<file path="src/rtl/lgtc_pkg.sv">
// ----------------------------------------------------------------------------
// lgtc_pkg
// Types and constants shared by the glyph tile cache modules.
// ----------------------------------------------------------------------------
package lgtc_pkg;

    localparam int ENTRIES = 64;
    localparam int IDX_W   = $clog2(ENTRIES);
    localparam int CNT_W   = IDX_W + 1;

    localparam logic [7:0] NONE_MARK  = 8'hFF;
    localparam logic [7:0] CHAR_BASE  = 8'h20;
    localparam logic [9:0] GLYPH_BASE = 10'd32;
    localparam logic [9:0] GLYPH_HALF = 10'd16;

    localparam logic [1:0] MODE_BANK0 = 2'd0;
    localparam logic [1:0] MODE_BANK1 = 2'd1;
    localparam logic [1:0] MODE_ALT   = 2'd2;
    // unassigned placement code, behaves as bank zero
    localparam logic [1:0] MODE_RSVD  = 2'd3;

    localparam logic KIND_LOOKUP = 1'b0;
    localparam logic KIND_FLUSH  = 1'b1;

    localparam logic [1:0] REG_TILE_BASE = 2'd0;
    localparam logic [1:0] REG_LAST_TILE = 2'd1;
    localparam logic [1:0] REG_PLACEMENT = 2'd2;
    localparam logic [1:0] REG_COLOR_HW  = 2'd3;

    typedef struct packed {
        logic       kind;
        logic [7:0] char_code;
        logic [7:0] font_id;
    } t_in_item;

    typedef struct packed {
        logic [5:0] entry;
        logic [7:0] tile;
        logic       bank;
        logic       hit;
        logic [9:0] glyph_top_index;
        logic [9:0] glyph_bottom_index;
    } t_out_item;

    typedef struct packed {
        logic [7:0] tile_base;
        logic [7:0] last_tile;
        logic [1:0] placement;
        logic       color_hardware;
    } t_cfg;

    typedef struct packed {
        logic latch;
        logic clear;
        logic set_cur;
        logic rd_cur;
        logic rd_idx;
        logic step;
        logic take_hit;
        logic alloc;
        logic unlink_hit;
        logic unlink_evict;
        logic push_a;
        logic push_b;
        logic emit;
    } t_cmd;

    typedef struct packed {
        logic is_flush;
        logic need_clear;
        logic cur_done;
        logic key_match;
        logic cur_is_newest;
        logic can_fill;
        logic out_busy;
    } t_sts;

endpackage

</file>
<file path="src/rtl/lgtc_ctrl.sv">
// ----------------------------------------------------------------------------
// lgtc_ctrl
// Sequencer for lookup, flush, relink, fill/evict and result hand-off.
// ----------------------------------------------------------------------------
module lgtc_ctrl (
    input  logic          i_clk,
    input  logic          i_rst_n,
    input  logic          i_in_valid,
    input  lgtc_pkg::t_sts i_sts,
    output lgtc_pkg::t_cmd o_cmd,
    output logic          o_in_stall
);

    typedef enum logic [3:0] {
        S_IDLE, S_DECIDE, S_SCAN, S_CMP, S_MISS, S_EV_RD, S_EV_UNLINK,
        S_UNLINK_HIT, S_PUSH_A, S_PUSH_B, S_EMIT
    } t_state;

    t_state r_state, n_state;

    always_comb begin
        o_cmd   = '0;
        n_state = r_state;
        case (r_state)
            S_IDLE: begin
                if (i_in_valid) begin
                    o_cmd.latch = 1'b1;
                    n_state     = S_DECIDE;
                end
            end
            S_DECIDE: begin
                if (i_sts.is_flush) begin
                    o_cmd.clear = 1'b1;
                    n_state     = S_IDLE;
                end else begin
                    o_cmd.clear   = i_sts.need_clear;
                    o_cmd.set_cur = 1'b1;
                    n_state       = S_SCAN;
                end
            end
            S_SCAN: begin
                if (i_sts.cur_done) begin
                    n_state = S_MISS;
                end else begin
                    o_cmd.rd_cur = 1'b1;
                    n_state      = S_CMP;
                end
            end
            S_CMP: begin
                if (i_sts.key_match) begin
                    o_cmd.take_hit = 1'b1;
                    n_state = i_sts.cur_is_newest ? S_EMIT : S_UNLINK_HIT;
                end else begin
                    o_cmd.step = 1'b1;
                    n_state    = S_SCAN;
                end
            end
            S_MISS: begin
                o_cmd.alloc = 1'b1;
                n_state = i_sts.can_fill ? S_PUSH_A : S_EV_RD;
            end
            S_EV_RD: begin
                o_cmd.rd_idx = 1'b1;
                n_state      = S_EV_UNLINK;
            end
            S_EV_UNLINK: begin
                o_cmd.unlink_evict = 1'b1;
                n_state            = S_PUSH_A;
            end
            S_UNLINK_HIT: begin
                o_cmd.unlink_hit = 1'b1;
                n_state          = S_PUSH_A;
            end
            S_PUSH_A: begin
                o_cmd.push_a = 1'b1;
                n_state      = S_PUSH_B;
            end
            S_PUSH_B: begin
                o_cmd.push_b = 1'b1;
                n_state      = S_EMIT;
            end
            S_EMIT: begin
                if (!i_sts.out_busy) begin
                    o_cmd.emit = 1'b1;
                    n_state    = S_IDLE;
                end
            end
            default: n_state = S_IDLE;
        endcase
    end

    assign o_in_stall = (r_state != S_IDLE);

    always_ff @(posedge i_clk) begin
        if (!i_rst_n) begin
            r_state <= S_IDLE;
        end else begin
            r_state <= n_state;
        end
    end

endmodule

</file>
<file path="src/rtl/lgtc_dp.sv">
// ----------------------------------------------------------------------------
// lgtc_dp
// Key and link memories, list pointers, clear logic and result register.
// ----------------------------------------------------------------------------
module lgtc_dp (
    input  logic                i_clk,
    input  logic                i_rst_n,
    input  lgtc_pkg::t_cmd      i_cmd,
    input  lgtc_pkg::t_cfg      i_cfg,
    input  lgtc_pkg::t_in_item  i_item,
    input  logic                i_out_stall,
    output lgtc_pkg::t_sts      o_sts,
    output logic                o_out_valid,
    output lgtc_pkg::t_out_item o_out_item
);

    localparam int IW = lgtc_pkg::IDX_W;
    localparam int CW = lgtc_pkg::CNT_W;

    logic [7:0] key_mem   [lgtc_pkg::ENTRIES];
    logic [7:0] older_mem [lgtc_pkg::ENTRIES];
    logic [7:0] newer_mem [lgtc_pkg::ENTRIES];

    lgtc_pkg::t_in_item  r_item;
    lgtc_pkg::t_out_item r_out;
    logic          r_out_valid;
    logic [7:0]    r_rd_key, r_rd_older, r_rd_newer;
    logic [7:0]    r_newest, r_oldest, r_cur, r_idx;
    logic [CW-1:0] r_used, r_usable, r_steps;
    logic [1:0]    r_mode;
    logic [7:0]    r_font;
    logic          r_ready, r_hit;

    function automatic logic ptr_ok(input logic [7:0] p);
        return p < 8'(lgtc_pkg::ENTRIES);
    endfunction

    // clear-time sizing
    logic [1:0] clr_mode;
    logic [7:0] clr_range, clr_n;
    logic [CW-1:0] clr_usable;
    always_comb begin
        clr_mode  = i_cfg.color_hardware ? i_cfg.placement : lgtc_pkg::MODE_BANK0;
        clr_range = i_cfg.last_tile - i_cfg.tile_base + 8'd1;
        clr_n     = (clr_mode == lgtc_pkg::MODE_ALT) ? {clr_range[7:1], 1'b0}
                                                      : {1'b0, clr_range[7:1]};
        if (i_cfg.last_tile < i_cfg.tile_base || clr_n == 8'd0
                || clr_n > 8'(lgtc_pkg::ENTRIES))
            clr_usable = CW'(lgtc_pkg::ENTRIES);
        else
            clr_usable = CW'(clr_n);
    end

    // memory write ports
    logic          key_we, older_we, newer_we;
    logic [IW-1:0] key_wa, older_wa, newer_wa, rd_a;
    logic [7:0]    older_wd, newer_wd;
    always_comb begin
        key_we   = i_cmd.push_a && !r_hit;
        key_wa   = r_idx[IW-1:0];
        older_we = 1'b0;
        older_wa = r_idx[IW-1:0];
        older_wd = r_newest;
        newer_we = 1'b0;
        newer_wa = r_idx[IW-1:0];
        newer_wd = lgtc_pkg::NONE_MARK;
        if (i_cmd.unlink_hit) begin
            older_we = ptr_ok(r_rd_newer);
            older_wa = r_rd_newer[IW-1:0];
            older_wd = r_rd_older;
            newer_we = ptr_ok(r_rd_older);
            newer_wa = r_rd_older[IW-1:0];
            newer_wd = r_rd_newer;
        end else if (i_cmd.unlink_evict) begin
            older_we = ptr_ok(r_rd_newer);
            older_wa = r_rd_newer[IW-1:0];
            older_wd = lgtc_pkg::NONE_MARK;
        end else if (i_cmd.push_a) begin
            older_we = 1'b1;
            newer_we = 1'b1;
        end else if (i_cmd.push_b) begin
            newer_we = ptr_ok(r_newest);
            newer_wa = r_newest[IW-1:0];
            newer_wd = r_idx;
        end
        rd_a = i_cmd.rd_idx ? r_idx[IW-1:0] : r_cur[IW-1:0];
    end

    always_ff @(posedge i_clk) begin
        if (key_we)   key_mem[key_wa]     <= r_item.char_code;
        if (older_we) older_mem[older_wa] <= older_wd;
        if (newer_we) newer_mem[newer_wa] <= newer_wd;
        if (i_cmd.rd_cur || i_cmd.rd_idx) begin
            r_rd_key   <= key_mem[rd_a];
            r_rd_older <= older_mem[rd_a];
            r_rd_newer <= newer_mem[rd_a];
        end
    end

    // result fields
    logic [7:0] tile, gn;
    logic       bank;
    logic [9:0] gtop;
    always_comb begin
        if (r_mode == lgtc_pkg::MODE_ALT)
            tile = i_cfg.tile_base + {r_idx[7:1], 1'b0};
        else
            tile = i_cfg.tile_base + {r_idx[6:0], 1'b0};
        case (r_mode)
            lgtc_pkg::MODE_BANK1: bank = 1'b1;
            lgtc_pkg::MODE_ALT:   bank = r_idx[0];
            default:              bank = 1'b0;
        endcase
        gn   = r_item.char_code - lgtc_pkg::CHAR_BASE;
        gtop = lgtc_pkg::GLYPH_BASE + {1'b0, gn[7:4], 5'b0} + {6'b0, gn[3:0]};
    end

    always_ff @(posedge i_clk) begin
        if (i_cmd.latch) r_item <= i_item;
        if (i_cmd.emit) begin
            r_out.entry              <= r_idx[5:0];
            r_out.tile               <= tile;
            r_out.bank               <= bank;
            r_out.hit                <= r_hit;
            r_out.glyph_top_index    <= gtop;
            r_out.glyph_bottom_index <= gtop + lgtc_pkg::GLYPH_HALF;
        end
    end

    always_ff @(posedge i_clk) begin
        if (!i_rst_n) begin
            r_out_valid <= 1'b0;
            r_newest    <= lgtc_pkg::NONE_MARK;
            r_oldest    <= lgtc_pkg::NONE_MARK;
            r_cur       <= lgtc_pkg::NONE_MARK;
            r_idx       <= '0;
            r_used      <= '0;
            r_usable    <= CW'(lgtc_pkg::ENTRIES);
            r_steps     <= '0;
            r_mode      <= lgtc_pkg::MODE_BANK0;
            r_font      <= '0;
            r_ready     <= 1'b0;
            r_hit       <= 1'b0;
        end else begin
            if (i_cmd.emit)
                r_out_valid <= 1'b1;
            else if (!i_out_stall)
                r_out_valid <= 1'b0;
            if (i_cmd.clear) begin
                r_mode   <= clr_mode;
                r_usable <= clr_usable;
                r_used   <= '0;
                r_newest <= lgtc_pkg::NONE_MARK;
                r_oldest <= lgtc_pkg::NONE_MARK;
                r_font   <= r_item.font_id;
                r_ready  <= 1'b1;
            end
            if (i_cmd.set_cur) begin
                r_cur   <= i_cmd.clear ? lgtc_pkg::NONE_MARK : r_newest;
                r_steps <= '0;
                r_hit   <= 1'b0;
            end
            if (i_cmd.step) begin
                r_cur   <= r_rd_older;
                r_steps <= r_steps + CW'(1);
            end
            if (i_cmd.take_hit) begin
                r_idx <= r_cur;
                r_hit <= 1'b1;
            end
            if (i_cmd.alloc) begin
                if (r_used < r_usable) begin
                    r_idx  <= 8'(r_used);
                    r_used <= r_used + CW'(1);
                end else begin
                    r_idx <= ptr_ok(r_oldest) ? r_oldest : 8'd0;
                end
            end
            if (i_cmd.unlink_hit && !ptr_ok(r_rd_older))
                r_oldest <= r_rd_newer;
            if (i_cmd.unlink_evict) begin
                if (ptr_ok(r_rd_newer)) begin
                    r_oldest <= r_rd_newer;
                end else begin
                    r_newest <= lgtc_pkg::NONE_MARK;
                    r_oldest <= lgtc_pkg::NONE_MARK;
                end
            end
            if (i_cmd.push_b) begin
                r_newest <= r_idx;
                if (!ptr_ok(r_oldest)) r_oldest <= r_idx;
            end
        end
    end

    always_comb begin
        o_sts.is_flush      = (r_item.kind == lgtc_pkg::KIND_FLUSH);
        o_sts.need_clear    = !r_ready || (r_item.font_id != r_font);
        o_sts.cur_done      = !ptr_ok(r_cur) || (r_steps == CW'(lgtc_pkg::ENTRIES));
        o_sts.key_match     = (r_rd_key == r_item.char_code);
        o_sts.cur_is_newest = (r_cur == r_newest);
        o_sts.can_fill      = (r_used < r_usable);
        o_sts.out_busy      = r_out_valid && i_out_stall;
    end

    assign o_out_valid = r_out_valid;
    assign o_out_item  = r_out;

endmodule

</file>
<file path="src/rtl/lru_glyph_tile_cache.sv">
// ----------------------------------------------------------------------------
// lru_glyph_tile_cache
// Fully associative LRU cache mapping character codes to glyph tile pairs.
// ----------------------------------------------------------------------------
// Input channel (i_in_valid / o_in_stall) takes one item per beat: a lookup
// of a character under a font, or a flush. A lookup returns one beat on the
// output channel (o_out_valid / i_out_stall); a flush returns none.
// Items are handled one at a time. A lookup walks the recency list from the
// newest entry, at most 64 of them, one memory read and one compare each,
// then relinks a hit not already newest, or on a miss fills a free entry or
// evicts the oldest. The result sits in an output register; the next item is
// accepted while it waits, and a new result is held back only while the old
// one is stalled. Reset empties the list, drops valid output and marks the
// cache not ready, so the first lookup clears it. Config writes go through
// the APB port and take effect at the next clear, the tile base also at each
// result; write them only while the block is idle.
// ----------------------------------------------------------------------------
module lru_glyph_tile_cache (
    input  logic                i_clk,
    input  logic                i_rst_n,
    input  logic                i_in_valid,
    output logic                o_in_stall,
    input  lgtc_pkg::t_in_item  i_in_item,
    output logic                o_out_valid,
    input  logic                i_out_stall,
    output lgtc_pkg::t_out_item o_out_item,
    input  logic                psel,
    input  logic                penable,
    input  logic                pwrite,
    input  logic [3:0]          paddr,
    input  logic [31:0]         pwdata,
    output logic [31:0]         prdata,
    output logic                pready
);

    lgtc_pkg::t_cfg r_cfg;
    lgtc_pkg::t_cmd cmd;
    lgtc_pkg::t_sts sts;

    assign pready = 1'b1;

    always_ff @(posedge i_clk) begin
        if (!i_rst_n) begin
            r_cfg <= '0;
        end else if (psel && penable && pwrite) begin
            case (paddr[3:2])
                lgtc_pkg::REG_TILE_BASE: r_cfg.tile_base      <= pwdata[7:0];
                lgtc_pkg::REG_LAST_TILE: r_cfg.last_tile      <= pwdata[7:0];
                lgtc_pkg::REG_PLACEMENT: r_cfg.placement      <= pwdata[1:0];
                lgtc_pkg::REG_COLOR_HW:  r_cfg.color_hardware <= pwdata[0];
                default: ;
            endcase
        end
    end

    always_comb begin
        case (paddr[3:2])
            lgtc_pkg::REG_TILE_BASE: prdata = {24'd0, r_cfg.tile_base};
            lgtc_pkg::REG_LAST_TILE: prdata = {24'd0, r_cfg.last_tile};
            lgtc_pkg::REG_PLACEMENT: prdata = {30'd0, r_cfg.placement};
            lgtc_pkg::REG_COLOR_HW:  prdata = {31'd0, r_cfg.color_hardware};
            default:                 prdata = '0;
        endcase
    end

    lgtc_ctrl u_ctrl (
        .i_clk      (i_clk),
        .i_rst_n    (i_rst_n),
        .i_in_valid (i_in_valid),
        .i_sts      (sts),
        .o_cmd      (cmd),
        .o_in_stall (o_in_stall)
    );

    lgtc_dp u_dp (
        .i_clk       (i_clk),
        .i_rst_n     (i_rst_n),
        .i_cmd       (cmd),
        .i_cfg       (r_cfg),
        .i_item      (i_in_item),
        .i_out_stall (i_out_stall),
        .o_sts       (sts),
        .o_out_valid (o_out_valid),
        .o_out_item  (o_out_item)
    );

endmodule
</file>
<file path="config.mk">
export PLATFORM = sky130hd
export DESIGN_NAME = lru_glyph_tile_cache
export DESIGN_NICKNAME = d
export VERILOG_FILES = /design/src/rtl/lgtc_pkg.sv /design/src/rtl/lgtc_ctrl.sv /design/src/rtl/lgtc_dp.sv /design/src/rtl/lru_glyph_tile_cache.sv
export SDC_FILE = /design/constraint.sdc
export NUM_CORES = 2
export LEC_CHECK = 0
export BUFFER_PORTS_ARGS = -buffer_cell sky130_fd_sc_hd__buf_2
export CORE_AREA = 2 2 340 342
export DETAILED_ROUTE_END_ITERATION = 6
export DIE_AREA = 0 0 342 344
export PLACE_DENSITY_LB_ADDON = 0.2
export REMOVE_ABC_BUFFERS = 1
export SETUP_SLACK_MARGIN = 0.1
export SYNTH_ARGS = -nofsm -noshare
export SYNTH_HDL_FRONTEND = slang
export SYNTH_SLANG_ARGS = --single-unit
</file>
<file path="constraint.sdc">
create_clock -name i_clk -period 4.5 [get_ports i_clk]
set_input_delay 0.45 -clock i_clk [delete_from_list [all_inputs] [get_ports i_clk]]
set_output_delay 0.45 -clock i_clk [all_outputs]
set_load 0.005 [all_outputs]
</file>
Yosys cells after proc, flatten, opt, wreduce, memory -nomap -nowiden
Memories as Yosys holds them, arrays and structs flattened. A register that Yosys moved wholly into a read port is not among the register bits.
Cells that the tools add are included.
{"block": "op_classes", "reduce_logical": 27, "n_addsub": 10, "eq_ne": 23, "n_mux": 83, "order_cmp": 8}
{"cell": "$mux 8", "n": 24}
{"cell": "$pmux 32 s4", "n": 1}
{"cell": "$mux 6", "n": 7}
{"cell": "$mux 7", "n": 6}
{"cell": "$lt 8x7->1 const B", "n": 5}
{"cell": "$pmux 4 s10", "n": 1}
{"cell": "$mux 1", "n": 33}
{"cell": "$mux 4", "n": 5}
{"cell": "$add 8x8->8", "n": 2}
{"cell": "$eq 4x3->1 const B", "n": 4}
{"cell": "$eq 8x8->1", "n": 2}
{"cell": "$add 7x1->7 const B", "n": 2}
{"cell": "$eq 4x4->1 const B", "n": 3}
{"cell": "$add 10x4->10", "n": 1}
{"cell": "$add 10x5->10 const B", "n": 1}
{"cell": "$add 6x9->10 const A", "n": 1}
{"cell": "$reduce_and 2->1", "n": 5}
{"cell": "$add 8x1->8 const B", "n": 1}
{"cell": "$eq 2x2->1 const B", "n": 4}
{"cell": "$eq 4x2->1 const B", "n": 2}
{"cell": "$gt 8x7->1 const B", "n": 1}
{"cell": "$logic_not 8->1", "n": 1}
{"cell": "$lt 8x8->1", "n": 1}
{"cell": "$mux 2", "n": 4}
{"cell": "19 further kinds", "n": 34}
{"block": "totals", "out_inout_bits": 71, "ramBits": 1536, "n_memories": 3, "reg_bits": 142}
{"name": "u_dp.key_mem", "words": 64, "width": 8, "read_ports": 1, "rd_ports_with_merged_regs": 1, "wr": 1, "line": "lgtc_dp.sv:20", "text": "logic [7:0] key_mem [lgtc_pkg::ENTRIES];"}
{"name": "u_dp.newer_mem", "words": 64, "width": 8, "read_ports": 1, "rd_ports_with_merged_regs": 1, "wr": 1, "line": "lgtc_dp.sv:22", "text": "logic [7:0] newer_mem [lgtc_pkg::ENTRIES];"}
{"name": "u_dp.older_mem", "words": 64, "width": 8, "read_ports": 1, "rd_ports_with_merged_regs": 1, "wr": 1, "line": "lgtc_dp.sv:21", "text": "logic [7:0] older_mem [lgtc_pkg::ENTRIES];"}

Logic depth before layout (Yosys ltp)
{"block": "logic_depth", "ltp_word": 9, "depth_mapped": 14}

By module
From an unflattened synthesis, not the netlist that was laid out.
{"block": "hier_totals", "hier_cells": 6665, "area_unflattened_um2": 82634.3}
{"module": "lgtc_dp", "cells_each": 6486, "area_per_inst_um2": 81112.8, "n_inst": 1, "seq_area_each_um2": 49427.4}
{"module": "lru_glyph_tile_cache", "cells_each": 119, "area_per_inst_um2": 1081.0, "n_inst": 1, "seq_area_each_um2": 380.4}
{"module": "lgtc_ctrl", "cells_each": 60, "area_per_inst_um2": 440.4, "n_inst": 1, "seq_area_each_um2": 80.1}

Worst setup path before layout
No wires, ideal clock.
{"block": "synth_path", "kind": "register to register", "from": "register u_ctrl.r_state[3]", "to": "memory u_dp.older_mem[0][6] (data pin)", "setup_time_ns": 0.588, "n_path_buf": 3, "slack_ns": 0.697, "period_less_slack_ns": 3.803, "path_stages_with_launch": 7, "t_arrival_ns": 3.215, "path_cell_list": "dfxtp_1 -> buf_2 -> and3b_1 -> buf_1 -> clkbuf_1 -> nor2_1 -> a31oi_1"}
{"block": "synth_via", "elab_chain_cells": 4}
{"element": "from (decl)", "line": "lgtc_ctrl.sv:19", "text": "t_state r_state, n_state;"}
{"element": "from (signal assigned)", "line": "lgtc_ctrl.sv:98", "text": "r_state <= n_state;"}
{"element": "$eq 4x3->1", "line": "lgtc_ctrl.sv:24", "text": "case (r_state)"}
{"element": "$mux 1", "line": "lgtc_ctrl.sv:24"}
{"element": "$mux 8", "line": "lgtc_dp.sv:74", "text": "end else if (i_cmd.unlink_evict) begin"}
{"element": "$mux 8 (*)", "line": "lgtc_dp.sv:67", "text": "if (i_cmd.unlink_hit) begin"}
{"element": "net u_dp.older_wd[6]", "line": "lgtc_dp.sv:57", "text": "logic [7:0] older_wd, newer_wd;"}
{"element": "to (decl)", "line": "lgtc_dp.sv:21"}
Mark *: on every way through the listed nets, which the timed path passes. The rest lies on a longest branch.

Worst setup path in the final report
{"block": "layout_path", "from": "register u_ctrl.r_state[2]", "to": "register u_dp.r_rd_key[0] (read register of u_dp.key_mem) (data pin)"}
{"block": "layout_via", "elab_chain_cells": 3}
{"element": "$eq 4x3->1 or $eq 4x2->1 (tied branches)", "line": "lgtc_ctrl.sv:24"}
{"element": "$mux 1", "line": "lgtc_ctrl.sv:24"}
{"element": "$mux 6 or $logic_or 1x1->1 (tied branches)", "line": "lgtc_dp.sv:86, lgtc_dp.sv:93"}
{"element": "to (decl)", "line": "lgtc_dp.sv:27", "text": "logic [7:0] r_rd_key, r_rd_older, r_rd_newer;"}
Parallel ways exist; a longest one is shown, timed or not.
A chain may end at the register's enable or synchronous reset.

==> reports/qor.csv <==
metric,value,unit
status,finished clean,
crit_path_frequent_cell,buf_4,
cts_setup_buffers,0,
grt_max_degree,126,
setup_viol,0,
seqCellArea,49900,µm²
insertion_delay,770,ps
die-area,118000,µm²
syn_area,67800,µm²
drv_slew,0,
fillers,7774,
clockBufferDepth,3,
cp_data_arrival_time,4350,ps
viasPerCell,6.29,
synth_cells,4716,
min_period,3850,ps
cap_viol_max_count,0,
crit_type,flip-flop to flip-flop,
multi_input_area,16700,µm²
synthDistinctLibCells,64,
cts_htree_levels,4,
fin_crit_sh,85.5,%
crit_family,simple AND/OR/NAND/NOR gates,
slowest_delay,650,ps
io_buffers,77,
cts.repair.resized,0,
synth_top_cell_area_share,70.9,%
synth_edf_count,1602,
yosysWarnings,0,
seq_area_frac_synth,73.6,%
overflow,0,
powerDensity,449,nW/µm²
crit_path_max_fanout,15,
synthArstFlopShare,0,%
layout_common_cells,"edfxtp_1 (1602), nand2_1 (1045), nor2_1 (298), nand3_1 (258), a21oi_1 (240)",
grt_util_all_layers,29.0,%
cp_num_buf_inv,3,
die_w,342,µm
cts_tree,built,
routedWlPerCell,26.1,µm
finalWirelength,170,mm
synth-seq-cells,1691,
tightest_slew,1280,ps
post-route-drc-count,0,
hold_viol,0,
synthTopCellsByArea,"edfxtp_1 (71%), nand2_1 (5.8%), mux4_2 (5.3%)",
gp_congestion,0.868,
nNetsFinal,4956,
fin_util,66.4,%
drive_gt1_share,13.3,%
startpoint_type,flip-flop,
die_h,344,µm
max_freq,0.260,GHz
leakage,26.2,nW
cp_cell_sequence,and4bb_1 > buf_4 > mux2i_1 > buf_4 > nand3_1 > buf_4 > a21oi_1 > a22oi_1 > nand4_1 > or3_1,
core_area,114000,µm²
drtIter0Drc,5434,
root_buffer,clkbuf_16,
vdd_drop_max,0.000419,V
yosys.area.top_type,edfxtp_1,
cp_slowest_cell,nand3_1,
clock_skew,24.0,ps
ctsHoldBuffers,26,
firstDrtPassIters,6,
cts_buffers,165,
cts_sinks,1691,
rsz0062_at_grt,false,
num_rows,124,
hpwlAfterDp,105,mm
syn2layout_area_growth,11.5,%
initial_core_util,59.5,%
synth_flop_cell,edfxtp_1,
crit_required,5000,ps
antenna_found_initial,10,
io_pins,131,
grt_pass1_wl,251,mm
num_vias,40914,
slew_headroom,14.3,%
mostFrequentLayoutCell,edfxtp_1,
worstHoldPathType,primary input to flip-flop,
final_antenna_net_count,0,
cts.clk_slew.worst_paths,60,ps
power.total,33.9,mW
first_global_vias,39222,
end_kind,flip-flop,
syn_area_per_cell,14.4,µm²
==> power by group <==
group	internal, mW	switching, mW	total, mW
clock network	7.46	5.75	13.2
registers	17.3	0.0896	17.4
logic	1.03	2.33	3.36
total	25.8	8.17	33.9
==> kinds of logic (layout without fill, tap and decap cells) <==
group	count (synthesis)	count (layout)	synth area share, %
flip-flops	1691	1691	73.6
AND/OR/NAND/NOR	1849	1849	11.6
adder cells (fa/ha/maj)	39	39	0.775
XOR/XNOR	36	36	0.465
multiplexers	236	236	6.49
other	2	30	0.0111
buffers and inverters	332	581	2.32
AO/OA/AOI/OAI	531	531	4.75
==> worst paths after layout <==
| path | slack [ps] | depth (start not counted) | startpoint | end |
|---|---|---|---|---|
| max | 650 | 10 | u_ctrl.r_state[2] | u_dp.r_rd_key[0] |
| min | 180 | 2 | i_rst_n | u_dp.r_newest[2] |
| max reg2reg | 650 | 10 | u_ctrl.r_state[2] | u_dp.r_rd_key[0] |
| min reg2reg | 460 | 2 | u_dp.r_usable[2] | u_dp.r_usable[2] |
==> sequential cells by signal (all words and copies together) (netlist names), 8 cells and up <==
| signal | cells |
|---|---|
| u_dp.r_rd_newer | 8 |
| u_dp.r_idx | 8 |
| u_dp.r_oldest | 8 |
| u_dp.r_item | 16 |
| u_dp.newer_mem | 512 |
| u_dp.r_font | 8 |
| u_dp.r_rd_key | 8 |
| u_dp.older_mem | 512 |
| u_dp.r_rd_older | 8 |
| u_dp.r_cur | 8 |
| u_dp.key_mem | 512 |
| r_cfg | 19 |
| u_dp.o_out_item | 25 |
| u_dp.r_newest | 8 |
==> worst register-to-register path, cell delays in order (launching register included) <==
cell,delay (ps)
dfxtp_1,450
and4bb_1,400
buf_4,310
mux2i_1,120
buf_4,210
nand3_1,650
buf_4,280
a21oi_1,50
a22oi_1,480
nand4_1,290
or3_1,360
==> routing by layer <==
metal	track usage (%)	share of wire, %	vias up
met5	0	0.015	-
met4	10.5	3.5	4
met3	5.25	11	344
met2	44.2	46	2351
met1	42.5	40	20296
li1	-	-	17919
==> Yosys cell counts, types with 10 or more instances <==
cell,number
a21oi_1,242
a221oi_1,28
a22oi_1,50
a31oi_1,100
a32oi_1,10
buf_1,30
buf_2,104
buf_4,40
clkbuf_1,111
dfxtp_1,89
edfxtp_1,1602
ha_1,34
inv_1,41
mux2_2,15
mux2i_1,59
mux4_2,160
nand2_1,1045
nand2b_1,14
nand3_1,258
nand4_1,116
nor2_1,313
nor2b_1,15
nor3_1,14
o21ai_0,40
o22ai_1,12
or3_1,30
xnor2_1,21
xor2_1,15
==> cell type report <==
cell class / count / area share (%)
Multi-Input combinational cell: 2718 / 22.0
Clock inverter: 89 / 0.885
Tap cell: 1512 / 2.50
Inverter: 41 / 0.204
Clock buffer: 211 / 5.94
Antenna cell: 3 / 0.00993
Sequential cell: 1691 / 66.0
Timing Repair Buffer: 240 / 2.43
==> stage by stage <==
stage          TNS [ps]  hold slack [ps]  setup WS (ps)  instance area, µm²  std cells
5_1_grt               0              150            463               75600       6502
6_report              0              182            651               75600       6505
3_3_place_gp          0              447            789               70200       6176
4_1_cts               0              100            683               75600       6502
2_1_floorplan   -772900              425         -32530               66500       4450
3_5_place_dp          0              452            740               70200       6176
Power figures use the tool's default switching activity.
